`src/rtl/swbf_pkg.sv`:
```
// Shared constants, codes and types of the write-coalescing buffer.
`default_nettype none
package swbf_pkg;
  localparam int BLOCK_COUNT  = 128;
  localparam int BUFFER_DEPTH = 8;
  localparam int MAX_ERASE    = 10;

  localparam int LBA_W  = 8;
  localparam int DATA_W = 32;
  localparam int SIZE_W = 4;
  localparam int ACT_W  = 2;
  localparam int STAT_W = 2;

  // probe address: one bit more than lba so that range ends and the store limit fit
  localparam int PA_W   = LBA_W + 1;
  localparam int ADDR_W = (BLOCK_COUNT > 1) ? $clog2(BLOCK_COUNT) : 1;
  localparam int IDX_W  = (BUFFER_DEPTH > 1) ? $clog2(BUFFER_DEPTH) : 1;
  localparam int CNT_W  = $clog2(BUFFER_DEPTH + 1);

  localparam logic [ACT_W-1:0] ACT_WRITE = 2'd0;
  localparam logic [ACT_W-1:0] ACT_READ  = 2'd1;
  localparam logic [ACT_W-1:0] ACT_ERASE = 2'd2;
  localparam logic [ACT_W-1:0] ACT_FLUSH = 2'd3;

  localparam logic [STAT_W-1:0] ST_OK   = 2'd0;
  localparam logic [STAT_W-1:0] ST_ADDR = 2'd1;
  localparam logic [STAT_W-1:0] ST_SIZE = 2'd2;

  typedef struct packed {
    logic [LBA_W-1:0]  lba;
    logic [DATA_W-1:0] data;
    logic [SIZE_W-1:0] size;
  } entry_t;

  typedef struct packed {
    logic              we;
    logic              re;
    logic [ADDR_W-1:0] addr;
    logic [DATA_W-1:0] wdata;
  } store_cmd_t;
endpackage
`default_nettype wire

```
`src/rtl/swbf_range.sv`:
```
// Shared range compare: does an entry's range, clamped at the store end, cover the probe.
`default_nettype none
module swbf_range import swbf_pkg::*; (
  input  logic [PA_W-1:0] probe,
  input  entry_t          ent,
  output logic            hit
);
  logic [PA_W-1:0] start;
  logic [PA_W-1:0] stop;

  assign start = {1'b0, ent.lba};
  assign stop  = start + PA_W'(ent.size);
  assign hit   = (probe >= start) && (probe < stop) && (probe < PA_W'(BLOCK_COUNT));
endmodule
`default_nettype wire

```
`config.mk`:
```
export PLATFORM = sky130hd
export DESIGN_NAME = swbf_range
export DESIGN_NICKNAME = d
export VERILOG_FILES = /design/src/rtl/swbf_pkg.sv /design/src/rtl/swbf_range.sv
export SDC_FILE = /design/constraint.sdc
export NUM_CORES = 1
export LEC_CHECK = 0
export BUFFER_PORTS_ARGS = -buffer_cell sky130_fd_sc_hd__buf_2
export CORE_AREA = 10 10 49 51
export DETAILED_ROUTE_END_ITERATION = 8
export DIE_AREA = 0 0 59 61
export GPL_TIMING_DRIVEN = 1
export PLACE_DENSITY_LB_ADDON = 0.3
export SLEW_MARGIN = 30
export SYNTH_ARGS = -nofsm -noshare
export SYNTH_HDL_FRONTEND = slang
export SYNTH_SLANG_ARGS = --single-unit
```
`constraint.sdc`:
```
create_clock -name vclk -period 5.7
set_input_delay 0.285 -clock vclk [all_inputs]
set_output_delay 0.285 -clock vclk [all_outputs]
set_load 0.005 [all_outputs]
```
==> impl_metrics.yaml <==
synth:
  netlist_instances: 69
  ys.warnings.count: 0
  synth.avg_cell_area_um2: 8.58
  netlist_area_um2: 592
  synth-seq-area-share_pct: 0
  yosys.cell_types.count: 22
  synth_fp_nets: 143
floorplan:
  ios: 54
  std_cell_rows: 14
  core_um2: 1470
  die_x_um: 59
  die_area_um2: 3600
  die_h_um: 61
  start_util_pct: 40.2
sta:
  slew_headroom_pct: 76.3
  max_freq_ghz: 0.332
  rsz0062_at_grt: "false"
  hold_viol: 0
  finalCriticalPeriod_ns: 3.01
  slew_viol_final: 0
  tns_ns: 0
  worstMarginPinSlew_ns: 0.346
  setup_violations: 0
  post-route-period-util_pct: 52.8
final_layout:
  fin_nets: 167
  clockBufferCount: 0
  final_layout_size_suffix_gt1_share_pct: 27.5
  fillers: 160
  antenna_cells: 0
  area_growth_pct: 22.0
  flops_and_latches: 0
  stdcell_count: 107
  multi_input_area_um2: 554
  seqCellArea_um2: 0
critical_path:
  critPathMaxFanout: 3
  critPathKind: "in2out"
  end_kind: "output pin"
  critPathLaunchType: "primary input"
  arrival_ns: 2.73
  critPathRequiredTime_ns: 5.41
grt:
  antenna_found_initial: 0
  grtUsageMet2_pct: 11.9
  met3_usage_pct: 1.88
  grt_pass1_vias: 518
  gr-usage-met1_pct: 7.17
  grt_pass1_wl_um: 1970
  grt_usage_pct: 6.29
  grt_max_degree: 5
  gr-total-overflow: 0
  busiest_layer: "met2"
min_path:
  min_path_type: "in2out"
detailed_routing:
  drt_iter0_drc: 0
  drt-total-wl_um: 1200
  antenna_left: 0
  avgViaCountPerCell: 5.04
  vias: 539
  post_drt_wl_per_cell_um: 11.2
  drc: 0
  first_pass_iters: 1
place:
  portBuffers: 22
  hpwl_um: 1180
  dpl.cell_count: 107
  gp_congestion: 0.772
power_and_ir_drop:
  power.density_nw_per_um2: 76.7
  ir_drop_mv: 0.0316
  p_leak_nw: 0.395
run:
  cap_violations: 0
run_status:
  outcome: "completed"
clock_network:
  cts_setup_buffers: 0
  cts_resized: 0
  postCtsHoldBufs: 0
-- Yosys cell counts --
master | count | share of area (%)
ha_1 | 20 | 42
inv_1 | 10 | 6.3
o21ai_0 | 6 | 5.1
xnor2_1 | 4 | 5.9
a21oi_1 | 3 | 2.5
nor2b_1 | 3 | 3.2
nor3_1 | 3 | 2.5
a2111oi_0 | 2 | 3.0
and3_1 | 2 | 2.1
nand2b_1 | 2 | 2.1
nand3_1 | 2 | 1.7
xor2_1 | 2 | 3.0
a2111oi_2 | 1 | 2.5
a2111oi_4 | 1 | 4.7
a21o_1 | 1 | 1.3
and3b_1 | 1 | 1.5
and4_1 | 1 | 1.5
fa_1 | 1 | 3.4
nand2_1 | 1 | 0.63
nand2b_4 | 1 | 2.3
o21a_1 | 1 | 1.3
o21bai_1 | 1 | 1.3
-- logic make-up after synthesis --
family,after synthesis,synth area share (%)
simple gates,16,17.5
fa+ha+maj,21,45.7
buf+inv,10,6.34
compound gates,16,21.6
xor+xnor,6,8.88
-- per-layer routing --
metal	vias up	wire, um
met4	0	0
met5	-	0
met1	229	560
li1	300	-
met3	0	90
met2	10	546
-- layout make-up --
class / instances / area share, %
inverters: 10 / 5.20
multi-input cells: 59 / 76.8
well taps: 16 / 2.77
repair buffers: 22 / 15.3
-- worst max-delay path, cell delays in order --
cell and delay [ns]:
buf_2 0.09, ha_1 0.17, inv_1 0.06, fa_1 0.40, nor2b_1 0.12, o21ai_0 0.09
nand2b_1 0.13, and3_1 0.19, xnor2_1 0.12, ha_1 0.26, nand3_1 0.07, nand2_1 0.05
a2111oi_0 0.38, and3b_1 0.20, buf_2 0.11
-- cell usage in the layout, fill, tap and decap left out --
cell       count
buf_2         22
ha_1          20
inv_1         10
o21ai_0        6
xnor2_1        4
nor2b_1        3
nor3_1         3
a21oi_1        3
nand2b_1       2
nand3_1        2
and3_1         2
xor2_1         2
a2111oi_0      2
a21o_1         1
nand2b_4       1
a2111oi_4      1
o21a_1         1
o21bai_1       1
a2111oi_2      1
and4_1         1
nand2_1        1
and3b_1        1
fa_1           1
-- path summary, 6_finish.rpt --
path,startpoint,endpoint,cells past startpoint
max,ent[36],hit,15
min,probe[7],hit,4
-- where the power goes --
part	internal (W)	total [W]	switching (W)	leakage [nW]
registers	0	0	0	0
clock network	0	0	0	0
logic	0.0000288	0.0000554	0.0000266	0.395
total	0.0000288	0.0000554	0.0000266	0.395
-- metrics by stage --
step	worst slack, ns	cell area, um^2	total power [W]	util [%]	hold WS [ns]
after detailed placement	2.66	722	0.0000565	49.1	1.02
after floorplan	3.11	592	0.0000389	-	0.771
after global routing	2.45	722	0.0000650	49.1	1.05
after CTS	2.66	722	0.0000567	49.1	1.02
final	2.69	722	0.0000554	49.1	1.01
after global placement	2.71	722	0.0000554	49.1	1.01
Note: power is estimated with default switching activity, not from simulation.
