[config.mk]
export PLATFORM = sky130hd
export DESIGN_NAME = swbf_store
export DESIGN_NICKNAME = d
export VERILOG_FILES = /design/src/rtl/swbf_pkg.sv /design/src/rtl/swbf_store.sv
export SDC_FILE = /design/constraint.sdc
export NUM_CORES = 2
export LEC_CHECK = 0
export BUFFER_PORTS_ARGS = -buffer_cell sky130_fd_sc_hd__buf_2
export CAP_MARGIN = 20
export CORE_MARGIN = 4
export CORE_UTILIZATION = 40
export CTS_CLUSTER_DIAMETER = 60
export DETAILED_ROUTE_END_ITERATION = 16
export PLACE_DENSITY = 0.66
export RECOVER_POWER = 50
export SETUP_SLACK_MARGIN = 0.5
export SYNTH_ARGS = -nofsm -noshare
export SYNTH_HDL_FRONTEND = slang
export SYNTH_SLANG_ARGS = --single-unit
[constraint.sdc]
create_clock -name clk -period 4.2 [get_ports clk]
set_input_delay 0.84 -clock clk [delete_from_list [all_inputs] [get_ports clk]]
set_output_delay 0.84 -clock clk [all_outputs]
set_load 0.01 [all_outputs]
[src/rtl/swbf_pkg.sv]
// Shared constants, codes and types of the write-coalescing buffer.
`default_nettype none
package swbf_pkg;
  localparam int BLOCK_COUNT  = 128;
  localparam int BUFFER_DEPTH = 8;
  localparam int MAX_ERASE    = 10;

  localparam int LBA_W  = 8;
  localparam int DATA_W = 32;
  localparam int SIZE_W = 4;
  localparam int ACT_W  = 2;
  localparam int STAT_W = 2;

  // probe address: one bit more than lba so that range ends and the store limit fit
  localparam int PA_W   = LBA_W + 1;
  localparam int ADDR_W = (BLOCK_COUNT > 1) ? $clog2(BLOCK_COUNT) : 1;
  localparam int IDX_W  = (BUFFER_DEPTH > 1) ? $clog2(BUFFER_DEPTH) : 1;
  localparam int CNT_W  = $clog2(BUFFER_DEPTH + 1);

  localparam logic [ACT_W-1:0] ACT_WRITE = 2'd0;
  localparam logic [ACT_W-1:0] ACT_READ  = 2'd1;
  localparam logic [ACT_W-1:0] ACT_ERASE = 2'd2;
  localparam logic [ACT_W-1:0] ACT_FLUSH = 2'd3;

  localparam logic [STAT_W-1:0] ST_OK   = 2'd0;
  localparam logic [STAT_W-1:0] ST_ADDR = 2'd1;
  localparam logic [STAT_W-1:0] ST_SIZE = 2'd2;

  typedef struct packed {
    logic [LBA_W-1:0]  lba;
    logic [DATA_W-1:0] data;
    logic [SIZE_W-1:0] size;
  } entry_t;

  typedef struct packed {
    logic              we;
    logic              re;
    logic [ADDR_W-1:0] addr;
    logic [DATA_W-1:0] wdata;
  } store_cmd_t;
endpackage
`default_nettype wire

[src/rtl/swbf_store.sv]
// Block store: one write and one registered read port, erased state kept in valid bits.
`default_nettype none
module swbf_store import swbf_pkg::*; (
  input  logic              clk,
  input  logic              rst,
  input  store_cmd_t        cmd,
  output logic [DATA_W-1:0] rdata
);
  logic [DATA_W-1:0]      mem [BLOCK_COUNT];
  logic [BLOCK_COUNT-1:0] vld;

  always_ff @(posedge clk) begin
    if (cmd.we) begin
      mem[cmd.addr] <= cmd.wdata;
    end
    if (cmd.re) begin
      rdata <= vld[cmd.addr] ? mem[cmd.addr] : '0;
    end
  end

  // a block never written reads as erased
  always_ff @(posedge clk) begin
    if (rst) begin
      vld <= '0;
    end else if (cmd.we) begin
      vld[cmd.addr] <= 1'b1;
    end
  end
endmodule
`default_nettype wire

==> flow_summary.json <==
{
  "ys_seq_elements": 4256,
  "cts-hold-fix-buffers": 0,
  "drive_above_1_share": 0.210,
  "syn_area_per_cell_um2": 17.5,
  "synth_top_area_cell": "edfxtp_1",
  "syn_to_final_growth_pct": 16.7,
  "stdcell_area_mm2": 0.190,
  "clk_latency_ns": 0.99,
  "holdPathEnd": "rdata[20]$_SDFFCE_PN0P_",
  "rsz0062_at_grt": "false",
  "htree_levels": 5,
  "synth_top_area_frac": 0.761,
  "synthAdderAreaFrac": 0,
  "endpoint_kind": "flip-flop",
  "synth_cell_type_count": 82,
  "io_pins": 75,
  "yosysSeqAreaShare": 0.777,
  "hold_start": "cmd[39]",
  "peakVddDrop_v": 0.000382,
  "synth-simple-area-share": 0.0305,
  "placed_cell_area_mm2": 0.177,
  "dpl.hpwl_um": 317000,
  "grtUsageTotal": 0.244,
  "slew_viol_final": 3089,
  "fmaxAchievable_mhz": 251,
  "synth_cells": 9307,
  "antenna_found_initial": 40,
  "reg2reg_from": "vld[42]$_SDFFE_PP0P_",
  "cts_tree": "yes",
  "overflow": 0,
  "grt_pass1_wl_um": 730000,
  "max_cap_violations": 49,
  "r2r_setup_slack_ns": 0.79,
  "antenna_left": 0,
  "violations": "capacitance limit, slew limit",
  "path_clk_slew_ns": 0.06,
  "start_util": 0.401,
  "vias": 97700,
  "portBuffers": 74,
  "r2r-end": "rdata[20]$_SDFFCE_PN0P_",
  "ctsRootBufferMaster": "clkbuf_16",
  "cts_setup_buffers": 0,
  "path_class": "in2reg",
  "die_area_mm2": 0.417,
  "synth_most_common_cell": "edfxtp_1",
  "powerDensity_mw_per_mm2": 468,
  "cts_inserted_buffers": 412,
  "nets": 9948,
  "route.detailed.drc": 0,
  "syn_nets": 9350,
  "cts_resized": 1,
  "cp-start-kind": "input port",
  "synthArstFlopShare": 0,
  "max_slew_margin": -1.84,
  "muxShareOfSynthArea": 0.0623,
  "yosysWarnings": 0,
  "die_w_um": 646,
  "fin_util": 0.468,
  "drtIter0Drc": 14700,
  "firstDrtPassIters": 6,
  "fin_crit_sh": 0.949,
  "routabilityCongestion": 0.957,
  "p_leak_uw": 0.0602,
  "wl_um": 524000,
  "cts_buffer_depth": 4,
  "worstHoldPathType": "in2reg",
  "synth_compound_gate_area_share": 0.108,
  "viasPerCell": 6.22,
  "status": "complete, but fails checks",
  "skew_ns": 0.0853,
  "crit_arrival_ns": 4.78,
  "grt_max_degree": 129,
  "period_minus_slack_ns": 3.98,
  "ys_top_cells_by_count": "4,128 x edfxtp_1, 585 x nor2_1, 565 x a221oi_1, 442 x mux2_2, 417 x a21oi_1",
  "required_ns": 4.99,
  "synth_xor_area_frac": 0,
  "avgRoutedWirePerCell_um": 33.4,
  "synth_top_family_by_area": "compound AO/OA/AOI/OAI gates",
  "cts_sinks": 4256,
  "synth_ff_type": "edfxtp_1",
  "synth-edff-count": 4128,
  "critPathMaxFanout": 23,
  "tightest_slew_ns": 4.27,
  "syn_area_mm2": 0.163,
  "die_y_um": 646,
  "first_global_vias": 94700,
  "synth_area_leaders": "edfxtp_1 76%, mux2_2 3.1%, a221oi_1 3.0%",
  "rows": 234,
  "setup-violations-final": 0,
  "design.core.area_mm2": 0.406,
  "finalHoldViolations": 0,
  "r2r_cells": 9,
  "min_path_cells": 1
}
flip-flops by register name, summed over array words and instances, names as in the netlist:
| name | flops |
|---|---|
| mem | 4096 |
| rdata | 32 |
| vld | 128 |
stage by stage:
step                      cells  setup slack [ns]  power, uW  TNS, ns  hold WS [ns]
final                     15700             0.215      89000        0         0.398
after global routing      15700             0.277      91300        0         0.398
after CTS                 15700             0.630      89200        0         0.181
after detailed placement  14900            -0.531      53100   -14.22         0.455
after global placement    14900            -0.761      53000   -22.36         0.444
after floorplan            9307            0.0604      50000        0         0.433
cell families (layout without fill, tap and decap cells):
| family | after synthesis | count (layout) |
|---|---|---|
| DFF | 4256 | 4256 |
| AOI/OAI and AO/OA | 2314 | 2314 |
| and+or+nand+nor | 1169 | 1169 |
| muxes | 892 | 892 |
| buffers and inverters | 676 | 1610 |
| other | 0 | 29 |
cell type report:
type,instances,area (um2)
diodes,29,72.6
clock buffers,519,11000
clock inverters,231,2370
fillers,33800,216000
inverters,6,43.8
multi-input cells,4375,33800
flip-flops and latches,4256,127000
well taps,5428,6790
repair buffers,854,9440
worst max path at each step:
stage	cells after the start	startpoint	to	slack [ns]
detailed placement	12	cmd[32]	rdata[20]$_SDFFCE_PN0P_	-0.53
global route	8	cmd[38]	mem[76][14]$_DFFE_PP_	0.28
finish	11	cmd[32]	rdata[20]$_SDFFCE_PN0P_	0.22
floorplan	10	cmd[32]	mem[28][0]$_DFFE_PP_	0.06
global placement	11	cmd[33]	rdata[20]$_SDFFCE_PN0P_	-0.76
CTS	12	cmd[32]	rdata[20]$_SDFFCE_PN0P_	0.63
placed cells by master (no fill, tap or decap), drive strengths merged, types with 85 or more instances in the layout:
master,n
a221oi,577
mux2i,361
dfxtp,128
a22oi,283
edfxtp,4128
nor2,587
nand3,98
a22o,122
clkinv,176
nand2,335
mux2,485
a21oi,419
buf,785
a221o,164
o211ai,85
clkbuf,583
o21ai,272
critical path: stages:
cell and delay (ns):
buf_8 0.16, nor3_1 1.08, buf_12 0.31, a22o_1 0.20, a221oi_1 0.06, a31oi_1 0.22, nor4b_2 0.80, buf_4 0.24
and4bb_2 0.28, buf_12 0.20, a31oi_1 0.24
report_power, final:
group	leakage, uW	internal (uW)	switching [uW]
clock	0.00654	20600	16100
sequential	0.0382	46800	97.6
combinational	0.0155	1600	3840
total	0.0602	69000	20000
layer usage:
| metal | wire length, um | global-route usage | vias to the layer above |
|---|---|---|---|
| li1 | - | - | 39500 |
| met1 | 191000 | 0.324 | 50200 |
| met2 | 237000 | 0.375 | 6741 |
| met3 | 65400 | 0.0588 | 1209 |
| met4 | 30300 | 0.122 | 20 |
| met5 | 133 | 0 | - |
No activity file was read; power rests on OpenSTA's default activity.
